==> src/pop_pkg.sv <==
// Shared widths, codes, beat types and rounding helper for the polyline oversampler.
package pop_pkg;

  localparam int COORD_BITS    = 24;
  localparam int FRAC_BITS     = 16;
  localparam int MAX_INSERTED  = 63;
  localparam int CNT_BITS      = 6;
  localparam int FUNC_BITS     = 2;
  localparam int CFG_IDX_BITS  = 2;
  localparam int CFG_DATA_BITS = 16;
  localparam int STEP_BITS     = (FRAC_BITS < CFG_DATA_BITS) ? FRAC_BITS : CFG_DATA_BITS;
  localparam int FACT_BITS     = FRAC_BITS + CNT_BITS;
  localparam int DIFF_BITS     = COORD_BITS + 1;
  localparam int PROD_BITS     = DIFF_BITS + FACT_BITS + 1;
  localparam int SUM_BITS      = PROD_BITS + 1;

  localparam logic [STEP_BITS-1:0] STEP_RESET = STEP_BITS'(16384);
  localparam logic [CNT_BITS-1:0]  CNT_RESET  = CNT_BITS'(3);
  localparam logic [CNT_BITS-1:0]  CNT_MAX    = CNT_BITS'(MAX_INSERTED);

  localparam logic [CFG_IDX_BITS-1:0] REG_STEP_FRACTION  = CFG_IDX_BITS'(0);
  localparam logic [CFG_IDX_BITS-1:0] REG_INSERTED_COUNT = CFG_IDX_BITS'(1);

  typedef enum logic [FUNC_BITS-1:0] {
    FUNC_START = 2'd0,
    FUNC_POINT = 2'd1,
    FUNC_END   = 2'd2
  } func_e;

  typedef logic signed [COORD_BITS-1:0] coord_t;
  typedef logic signed [DIFF_BITS-1:0]  diff_t;
  typedef logic [FACT_BITS-1:0]         fact_t;
  typedef logic signed [PROD_BITS-1:0]  prod_t;
  typedef logic signed [SUM_BITS-1:0]   sum_t;

  // one interpolation job handed from the sequencer to the datapath
  typedef struct packed {
    coord_t base_x;
    coord_t base_y;
    coord_t base_z;
    diff_t  diff_x;
    diff_t  diff_y;
    diff_t  diff_z;
    fact_t  fact;
    logic   last;
    logic   pend;
  } gen_beat_t;

  typedef struct packed {
    coord_t base_x;
    coord_t base_y;
    coord_t base_z;
    prod_t  prod_x;
    prod_t  prod_y;
    prod_t  prod_z;
    logic   last;
    logic   pend;
  } mul_beat_t;

  typedef struct packed {
    coord_t val;
    logic   sat;
  } lerp_res_t;

  // round product to nearest (ties up), add base, clamp to coordinate range
  function automatic lerp_res_t lerp_round_sat(input coord_t base, input prod_t prod);
    prod_t     rnd;
    sum_t      r;
    sum_t      hi;
    sum_t      lo;
    lerp_res_t res;
    rnd = prod + (prod_t'(1) <<< (FRAC_BITS - 1));
    r   = sum_t'(base) + sum_t'(rnd >>> FRAC_BITS);
    hi  = (sum_t'(1) <<< (COORD_BITS - 1)) - sum_t'(1);
    lo  = -hi - sum_t'(1);
    if (r > hi) begin
      res.val = hi[COORD_BITS-1:0];
      res.sat = 1'b1;
    end else if (r < lo) begin
      res.val = lo[COORD_BITS-1:0];
      res.sat = 1'b1;
    end else begin
      res.val = r[COORD_BITS-1:0];
      res.sat = 1'b0;
    end
    return res;
  endfunction

endpackage

==> src/pop_if.sv <==
// Handshake channels of the polyline oversampler: points in, results out, configuration.
interface pop_in_if import pop_pkg::*; ();
  logic                 valid;
  logic                 ready;
  logic [FUNC_BITS-1:0] func;
  coord_t               in_x;
  coord_t               in_y;
  coord_t               in_z;
  modport source(output valid, func, in_x, in_y, in_z, input ready);
  modport sink(input valid, func, in_x, in_y, in_z, output ready);
endinterface


interface pop_cfg_if import pop_pkg::*; ();
  logic                     valid;
  logic                     ready;
  logic [CFG_IDX_BITS-1:0]  index;
  logic [CFG_DATA_BITS-1:0] data;
  modport source(output valid, index, data, input ready);
  modport sink(input valid, index, data, output ready);
endinterface

==> src/pop_seq.sv <==
// Point sequencer: config registers, stored point and per-result interpolation job generator.
module pop_seq import pop_pkg::*; (
  input  logic       clk,
  input  logic       rst,
  pop_in_if.sink     pts,
  pop_cfg_if.sink    cfg,
  output gen_beat_t  beat,
  output logic       beat_valid,
  input  logic       beat_ready
);

  logic [STEP_BITS-1:0] step_fraction;
  logic [CNT_BITS-1:0]  inserted_count;
  logic [CNT_BITS-1:0]  cnt_eff;

  coord_t prev_x, prev_y, prev_z;
  logic   have_prev;

  logic                gv;
  coord_t              g_base_x, g_base_y, g_base_z;
  diff_t               g_diff_x, g_diff_y, g_diff_z;
  logic [CNT_BITS-1:0] g_cnt;
  logic [CNT_BITS-1:0] g_k;
  fact_t               g_fact;
  logic                g_pend;

  logic gen_last;
  logic beat_fire;
  logic accept;
  logic is_point;
  logic is_end;
  logic load;

  assign cfg.ready = 1'b1;
  assign cnt_eff   = (inserted_count > CNT_MAX) ? CNT_MAX : inserted_count;

  assign gen_last  = (g_k == g_cnt);
  assign beat_fire = gv && beat_ready;
  assign pts.ready = !gv || (beat_ready && gen_last);
  assign accept    = pts.valid && pts.ready;
  assign is_point  = (pts.func == FUNC_POINT);
  assign is_end    = (pts.func == FUNC_END);
  assign load      = accept && have_prev && (is_point || is_end);

  assign beat_valid    = gv;
  assign beat.base_x   = g_base_x;
  assign beat.base_y   = g_base_y;
  assign beat.base_z   = g_base_z;
  assign beat.diff_x   = g_diff_x;
  assign beat.diff_y   = g_diff_y;
  assign beat.diff_z   = g_diff_z;
  assign beat.fact     = g_fact;
  assign beat.last     = gen_last;
  assign beat.pend     = g_pend;

  always_ff @(posedge clk) begin
    if (rst) begin
      step_fraction  <= STEP_RESET;
      inserted_count <= CNT_RESET;
      have_prev      <= 1'b0;
      prev_x         <= '0;
      prev_y         <= '0;
      prev_z         <= '0;
      gv             <= 1'b0;
    end else begin
      if (cfg.valid) begin
        unique case (cfg.index)
          REG_STEP_FRACTION: begin
            step_fraction <= cfg.data[STEP_BITS-1:0];
          end
          REG_INSERTED_COUNT: begin
            inserted_count <= cfg.data[CNT_BITS-1:0];
          end
          default: ;
        endcase
      end

      if (accept) begin
        unique case (pts.func)
          FUNC_START: have_prev <= 1'b0;
          FUNC_POINT: begin
            prev_x    <= pts.in_x;
            prev_y    <= pts.in_y;
            prev_z    <= pts.in_z;
            have_prev <= 1'b1;
          end
          FUNC_END:   have_prev <= 1'b0;
          default:    ;
        endcase
      end

      if (load) begin
        gv <= 1'b1;
      end else if (beat_fire && gen_last) begin
        gv <= 1'b0;
      end

      // end event replays the stored point once; a point walks k = 0..count
      if (load) begin
        g_base_x <= prev_x;
        g_base_y <= prev_y;
        g_base_z <= prev_z;
        g_diff_x <= is_point ? diff_t'(pts.in_x) - diff_t'(prev_x) : '0;
        g_diff_y <= is_point ? diff_t'(pts.in_y) - diff_t'(prev_y) : '0;
        g_diff_z <= is_point ? diff_t'(pts.in_z) - diff_t'(prev_z) : '0;
        g_cnt    <= is_point ? cnt_eff : '0;
        g_k      <= '0;
        g_fact   <= '0;
        g_pend   <= is_end;
      end else if (beat_fire && !gen_last) begin
        g_k    <= g_k + CNT_BITS'(1);
        g_fact <= g_fact + fact_t'(step_fraction);
      end
    end
  end

  a_busy_blocks_input: assert property (@(posedge clk) disable iff (rst)
    !pts.ready |-> gv)
    else $error("input stalled with no job in progress");

  a_k_in_range: assert property (@(posedge clk) disable iff (rst)
    gv |-> (g_k <= g_cnt))
    else $error("result index ran past inserted count");

  a_end_single: assert property (@(posedge clk) disable iff (rst)
    (gv && g_pend) |-> (g_cnt == '0 && g_diff_x == '0 && g_diff_y == '0 && g_diff_z == '0))
    else $error("end-of-polyline job must replay the stored point only");

  a_job_retires: assert property (@(posedge clk) disable iff (rst)
    (beat_fire && gen_last && !load) |=> !gv)
    else $error("job did not retire after its last beat");

endmodule

==> src/flat_wrapper.sv <==
// flat-port wrapper written by rule: the top's interface ports become plain ports
module pop_seq_flat import pop_pkg::*;
  (clk, rst, beat, beat_valid, beat_ready, pts_valid, pts_func, pts_in_x, pts_in_y, pts_in_z, pts_ready, cfg_valid, cfg_index, cfg_data, cfg_ready);
  pop_in_if pts_i ();
  pop_cfg_if cfg_i ();
  input  logic clk;
  input  logic rst;
  output gen_beat_t beat;
  output logic beat_valid;
  input  logic beat_ready;
  input wire logic [$bits(pts_i.valid)-1:0] pts_valid;
  input wire logic [$bits(pts_i.func)-1:0] pts_func;
  input wire logic [$bits(pts_i.in_x)-1:0] pts_in_x;
  input wire logic [$bits(pts_i.in_y)-1:0] pts_in_y;
  input wire logic [$bits(pts_i.in_z)-1:0] pts_in_z;
  output wire logic [$bits(pts_i.ready)-1:0] pts_ready;
  input wire logic [$bits(cfg_i.valid)-1:0] cfg_valid;
  input wire logic [$bits(cfg_i.index)-1:0] cfg_index;
  input wire logic [$bits(cfg_i.data)-1:0] cfg_data;
  output wire logic [$bits(cfg_i.ready)-1:0] cfg_ready;
  assign pts_i.valid = pts_valid;
  assign pts_i.func = pts_func;
  assign pts_i.in_x = pts_in_x;
  assign pts_i.in_y = pts_in_y;
  assign pts_i.in_z = pts_in_z;
  assign pts_ready = pts_i.ready;
  assign cfg_i.valid = cfg_valid;
  assign cfg_i.index = cfg_index;
  assign cfg_i.data = cfg_data;
  assign cfg_ready = cfg_i.ready;
  pop_seq u_core (.clk(clk), .rst(rst), .pts(pts_i), .cfg(cfg_i), .beat(beat), .beat_valid(beat_valid), .beat_ready(beat_ready));
endmodule
==> config.mk <==
export PLATFORM = sky130hd
export DESIGN_NAME = pop_seq_flat
export DESIGN_NICKNAME = d
export VERILOG_FILES = /design/src/pop_pkg.sv /design/src/pop_if.sv /design/src/pop_seq.sv /design/src/flat_wrapper.sv
export SDC_FILE = /design/constraint.sdc
export NUM_CORES = 1
export LEC_CHECK = 0
export ABC_AREA = 1
export BUFFER_PORTS_ARGS = -buffer_cell sky130_fd_sc_hd__buf_2
export CAP_MARGIN = 0
export CORE_AREA = 2 2 184 186
export CTS_BUF_LIST = sky130_fd_sc_hd__clkbuf_4 sky130_fd_sc_hd__clkbuf_8
export CTS_CLUSTER_DIAMETER = 100
export CTS_CLUSTER_SIZE = 20
export DETAILED_ROUTE_END_ITERATION = 7
export DIE_AREA = 0 0 186 188
export GPL_TIMING_DRIVEN = 1
export HOLD_SLACK_MARGIN = 0.03
export PLACE_DENSITY = 0.72
export SYNTH_ARGS = -nofsm -noshare
export SYNTH_HDL_FRONTEND = slang
export SYNTH_SLANG_ARGS = --single-unit
==> constraint.sdc <==
create_clock -name clk -period 10 [get_ports clk]
set_clock_uncertainty 0.15 [all_clocks]
set_input_delay 0.5 -clock clk [delete_from_list [all_inputs] [get_ports clk]]
set_output_delay 0.5 -clock clk [all_outputs]
set_load 0.005 [all_outputs]
; Word level (Yosys, flattened, before mapping)
; Cells that the tools add are included.
; Widths: inputs -> output; s select.
[totals]
register_bits = 278
latchBits = 0
mem_bits_rw = 0
rom_bits = 0
inputBits = 97
output_inout_bits = 174
mem_count = 0
[op_classes]
n_addsub = 5
mul = 0
div = 0
magnitude_cmp = 1
eq_ne = 4
shifts = 0
n_mux = 6
bitwise_logic = 1
n_reduce_logical = 23
[op_table]
columns = operator, count
row1 = $sub 24x24->25, 3
row2 = $add 22x16->22, 1
row3 = $mux 22, 1
row4 = $mux 6, 2
row5 = $reduce_and 2->1, 6
row6 = $logic_and 1x1->1, 7
row7 = $add 6x1->6 const B, 1
row8 = $eq 6x6->1, 1
row9 = $gt 6x6->1 const B, 1
row10 = $reduce_bool 2->1, 3
row11 = $eq 2x1->1 const B, 2
row12 = $logic_not 2->1, 2
row13 = $eq 2x2->1 const B, 1
row14 = $logic_not 1->1, 2
row15 = $logic_or 1x1->1, 2
row16 = $mux 1, 2
row17 = $pmux 1 s2, 1
row18 = $reduce_or 2->1, 1
row19 = $not 1->1, 1

; Longest topological paths before layout
[logic_depth]
depth_word = 8
mapped_depth = 14
depth_no_buf = 14

; Least setup slack after synthesis
; No wires, ideal clock.
[synth_timing]
path_type = input to register
startpoint = in pts_func[0]
endpoint = reg u_core.g_base_x[0] (enable)
arrival_ns = 7.649
required_time_ns = 9.180
path_slack_ns = 1.531
stages = 6
n_path_buf = 1
cell_sequence = inv_1 -> ha_1 -> nand2_1 -> nand3b_1 -> clkbuf_1 -> nor2_1
[synth_between]
elab_chain_cells = 4
word_cells_on_any_way = 5
cone_classes = eq/ne: 2 / reduce/logical: 3
[synth_rtl]
columns = element, line
row1 = from (decl), flat_wrapper.sv:12  ; input wire logic [$bits(pts_i.func)-1:0] pts_func;
row2 = $eq 2x1->1 or $eq 2x2->1 (tied branches), "pop_seq.sv:41, pop_seq.sv:42"
row3 = $logic_or 1x1->1 *, pop_seq.sv:43  ; assign load = accept && have_prev && (is_point || is_end);
row4 = $logic_and 1x1->1 *, pop_seq.sv:43
row5 = $reduce_and 2->1 (no line) *, -
row6 = to (signal assigned), pop_seq.sv:100  ; g_base_x <= prev_x;
row7 = to (decl), pop_seq.sv:20  ; coord_t g_base_x, g_base_y, g_base_z;
; Every way passes the cells marked *; elsewhere a longest branch is shown, timed or not.
; A chain may end at the register's enable or synchronous reset.

; Worst setup path in the final report
[layout_timing]
startpoint = reg u_core.g_k[1]
endpoint = reg u_core.g_base_x[11] (enable)
[layout_between]
elab_chain_cells = 7
[layout_rtl]
columns = element, line
row1 = from (decl), pop_seq.sv:23  ; logic [CNT_BITS-1:0] g_k;
row2 = from (signal assigned), pop_seq.sv:111  ; g_k <= g_k + CNT_BITS'(1);
row3 = $eq 6x6->1, pop_seq.sv:37  ; assign gen_last = (g_k == g_cnt);
row4 = $logic_and 1x1->1, pop_seq.sv:39  ; assign pts.ready = !gv || (beat_ready && gen_last);
row5 = $logic_or 1x1->1, pop_seq.sv:39
row6 = $logic_and 1x1->1, pop_seq.sv:40  ; assign accept = pts.valid && pts.ready;
row7 = $logic_and 1x1->1 (2 in a row), pop_seq.sv:43
row8 = $reduce_and 2->1 (no line), -
; Every way passes these cells.

==> run summary <==
Least-Margin Pin Slew: 1.14 ns
Row cnt: 67
Layout cells sized above 1: 13.2%
Layout net count: 2631
CTS Buffer Depth: 3
Peak supply drop: 92.5 µV
Final count of negative-setup-slack endpoints: 0
Number of port buffers: 269
Number of buffers created by CTS: 17
Most common cell in the netlist: nand2_1
Reg power frac: 55.3%
Final hold vios: 0
Post-DP HPWL: 31000 µm
Crit end category: flip-flop
Top layer in use: met5
Yosys reg bits: 278
Sequential-to-total area share from yosys stat: 45.2%
Syn. warnings: 0
WHS Path Cells: 3
Crit path DAT: 4.27 ns
First-pass GRT wire length: 66900 µm
Tot Pwr: 2310 µW
Final GP Congestion: 0.931
Reg-to-Reg End: u_core.g_base_x[11]
Synthesized area: 16300 µm²
Sw frac: 29.4%
Die area: 35000 µm²
Setup CP Type: flip-flop to flip-flop
Avg Synthesized Cell Area: 7.47 µm²
Max cap viols: 0
Most frequent cell on the critical path: buf_4
Die Wd: 186 µm
Core area: 33100 µm²
P&R area growth vs syn: 13.5%
Reg2reg setup slack: 5.76 ns
Slew margin rel.: 23.9%
Synth unique cells: 31
Clk pwr share: 23.8%
1st-pass router iterations: 5
Latest clock arrival within the worst-skew pair: 0.55 ns
Via count: 14685
Net Sw Power: 679 µW
Lkg Pwr: 0.00920 µW
# resized after CTS: 0
CP Max Fanout: 62
# DRC: 0
Synth top area share: 33.5%
R2r worst-path depth: 10
GR Overflow Total: 0
Remaining antenna violation count: 0
M1 WL: 19000 µm
Top_reg_cell synth: edfxtp_1
CTS sink cnt: 278
Combinational share of power: 20.9%
Drt total wl: 42200 µm
IO Pins: 271
Root buffer cell: clkbuf_8
Cells after Synth: 2185
Status: finished, final reports clean
Met3 WL: 2470 µm
Starting density of the core: 49.3%
Fmax: 236 MHz
CTS tree: yes
TNS Setup: 0 ns
Max incr delay on CP: 0.77 ns
CTS clk-pin slew, worst paths: 0.13 ns
Final min period: 4.24 ns
Die Y: 188 µm
Synthesized Nets: 2379
Largest net degree at the start of global routing: 91
WL per Instance: 14.6 µm
Iteration-0 DRC Markers: 924
Worst flop-to-flop path startpoint: u_core.g_k[1]
Area leader, netlist: edfxtp_1
Power per cell area: 125 nW/µm²
RSZ-0062 raised after global routing: false
Gr usage total: 23.7%
Ys async rst share: 0%
Cells along the critical path: nand2_1 -> nand2_1 -> nor2_1 -> nand4_1 -> nand2_2 -> nand3b_1 -> buf_4 -> nor2_4 -> buf_4 -> buf_4
Post-synth EDFFs: 182
Hold endpoint: u_core.inserted_count[4]
Crit start category: flip-flop
Wire length on met2: 19600 µm
Most frequent cells after synthesis: nand2_1, inv_1, nor2_1
Number of global-route vias before repair: 13722
Hold buffers post-CTS: 12
Area contributors post-synth: edfxtp_1, nand2_1, dfxtp_1
Hold_sp: cfg_data[4]
H-Tree Depth: 1
Worst hold path class: primary input to flip-flop
Antenna violations before repair: 6
Internal Power: 1630 µW
Fin. max-slew vios: 0
Fin crit share: 42.4%
Critical Path RT: 10.03 ns
Crit-path slowest cell: nor2_4
Via density: 5.07
Post-CTS Setup Inserts: 0
==> sequential cells by signal (all words and copies together), names as in the netlist, 6 cells and up <==
name                   cells
u_core.g_diff_x           25
u_core.g_diff_y           25
u_core.g_diff_z           25
u_core.g_base_x           24
u_core.g_base_y           24
u_core.g_base_z           24
u_core.prev_x             24
u_core.prev_y             24
u_core.prev_z             24
u_core.g_fact             22
u_core.step_fraction      16
u_core.g_cnt               6
u_core.g_k                 6
u_core.inserted_count      6
==> stage by stage <==
step | setup slack [ns] | instances | cell area (µm²) | hold slack (ns) | utilization (%)
after floorplan | 1.53 | 2185 | 16300 | 0.258 | -
after global placement | 5.58 | 2854 | 18100 | 0.264 | 54.6
after detailed placement | 5.48 | 2854 | 18100 | 0.264 | 54.6
after CTS | 5.67 | 2895 | 18500 | 0.0342 | 55.9
after global routing | 5.34 | 2899 | 18500 | 0.0968 | 55.9
final | 5.76 | 2899 | 18500 | 0.0731 | 55.9
==> worst max path at each step <==
stage                  startpoint  depth (start not counted)  slack (ns)                   to
floorplan             pts_func[0]                          6        1.53   u_core.g_base_x[0]
global placement      pts_func[0]                          9        5.58  u_core.g_diff_x[12]
detailed placement    pts_func[0]                          9        5.48   u_core.g_base_x[7]
CTS                 u_core.g_k[1]                         10        5.67   u_core.g_base_x[7]
global route        u_core.g_k[0]                         10        5.34  u_core.g_base_x[11]
finish              u_core.g_k[1]                         10        5.76  u_core.g_base_x[11]
==> metal layers <==
metal	up-vias	global-route usage [%]
met5	-	0
met4	4	7.45
met3	63	3.13
met2	428	39.7
met1	6717	31.7
li1	7473	-
==> placed cells by master, fill, tap and decap left out, types with 2 or more instances in the layout <==
cell type / n
nor2_1: 269
clkbuf_8: 17
diode_2: 4
o21bai_1: 5
inv_2: 4
nand3b_1: 8
xor2_1: 15
buf_4: 10
nand2_1: 556
a31oi_1: 2
inv_1: 427
or2_2: 5
buf_2: 269
o21a_1: 5
dfxtp_1: 96
ha_1: 92
dlygate4sd3_1: 12
nand4_1: 87
a21oi_1: 144
clkbuf_4: 12
edfxtp_1: 182
and2_1: 5
fa_1: 4
nand3_1: 88
o21ai_0: 107
nor3_1: 17
==> final cells by class <==
type	instances	area, µm²
fillers	3097	14600
flip-flops and latches	278	7390
multi-input cells	1418	7080
inverters	431	1620
repair buffers	291	1540
well taps	448	561
clock buffers	29	324
diodes	4	10.0
==> power groups by stage <==
stage / clock [µW] / sequential [µW] / combinational (µW)
after floorplan: 0 / 1300 / 339
after CTS: 577 / 1280 / 479
final: 550 / 1280 / 482
after global placement: 0 / 1300 / 463
after global routing: 610 / 1280 / 550
after detailed placement: 0 / 1300 / 473
==> kinds of logic after synthesis <==
| kind of cell | Yosys count | synth area share (%) |
|---|---|---|
| other | 1 | 0.0230 |
| buffers and inverters | 489 | 11.5 |
| DFF | 278 | 45.2 |
| adders and majority gates | 97 | 7.62 |
| xor gates and xnor gates | 16 | 0.858 |
| AOI/OAI and AO/OA | 265 | 8.30 |
| and+or+nand+nor | 1039 | 26.4 |
==> worst max-delay path: cells and delay by family, from the launching register on <==
family        cells  cell delay, ns
buf+inv           3            1.77
simple gates      7            1.40
flops             1            0.46
(Power assumes the default switching activity.)
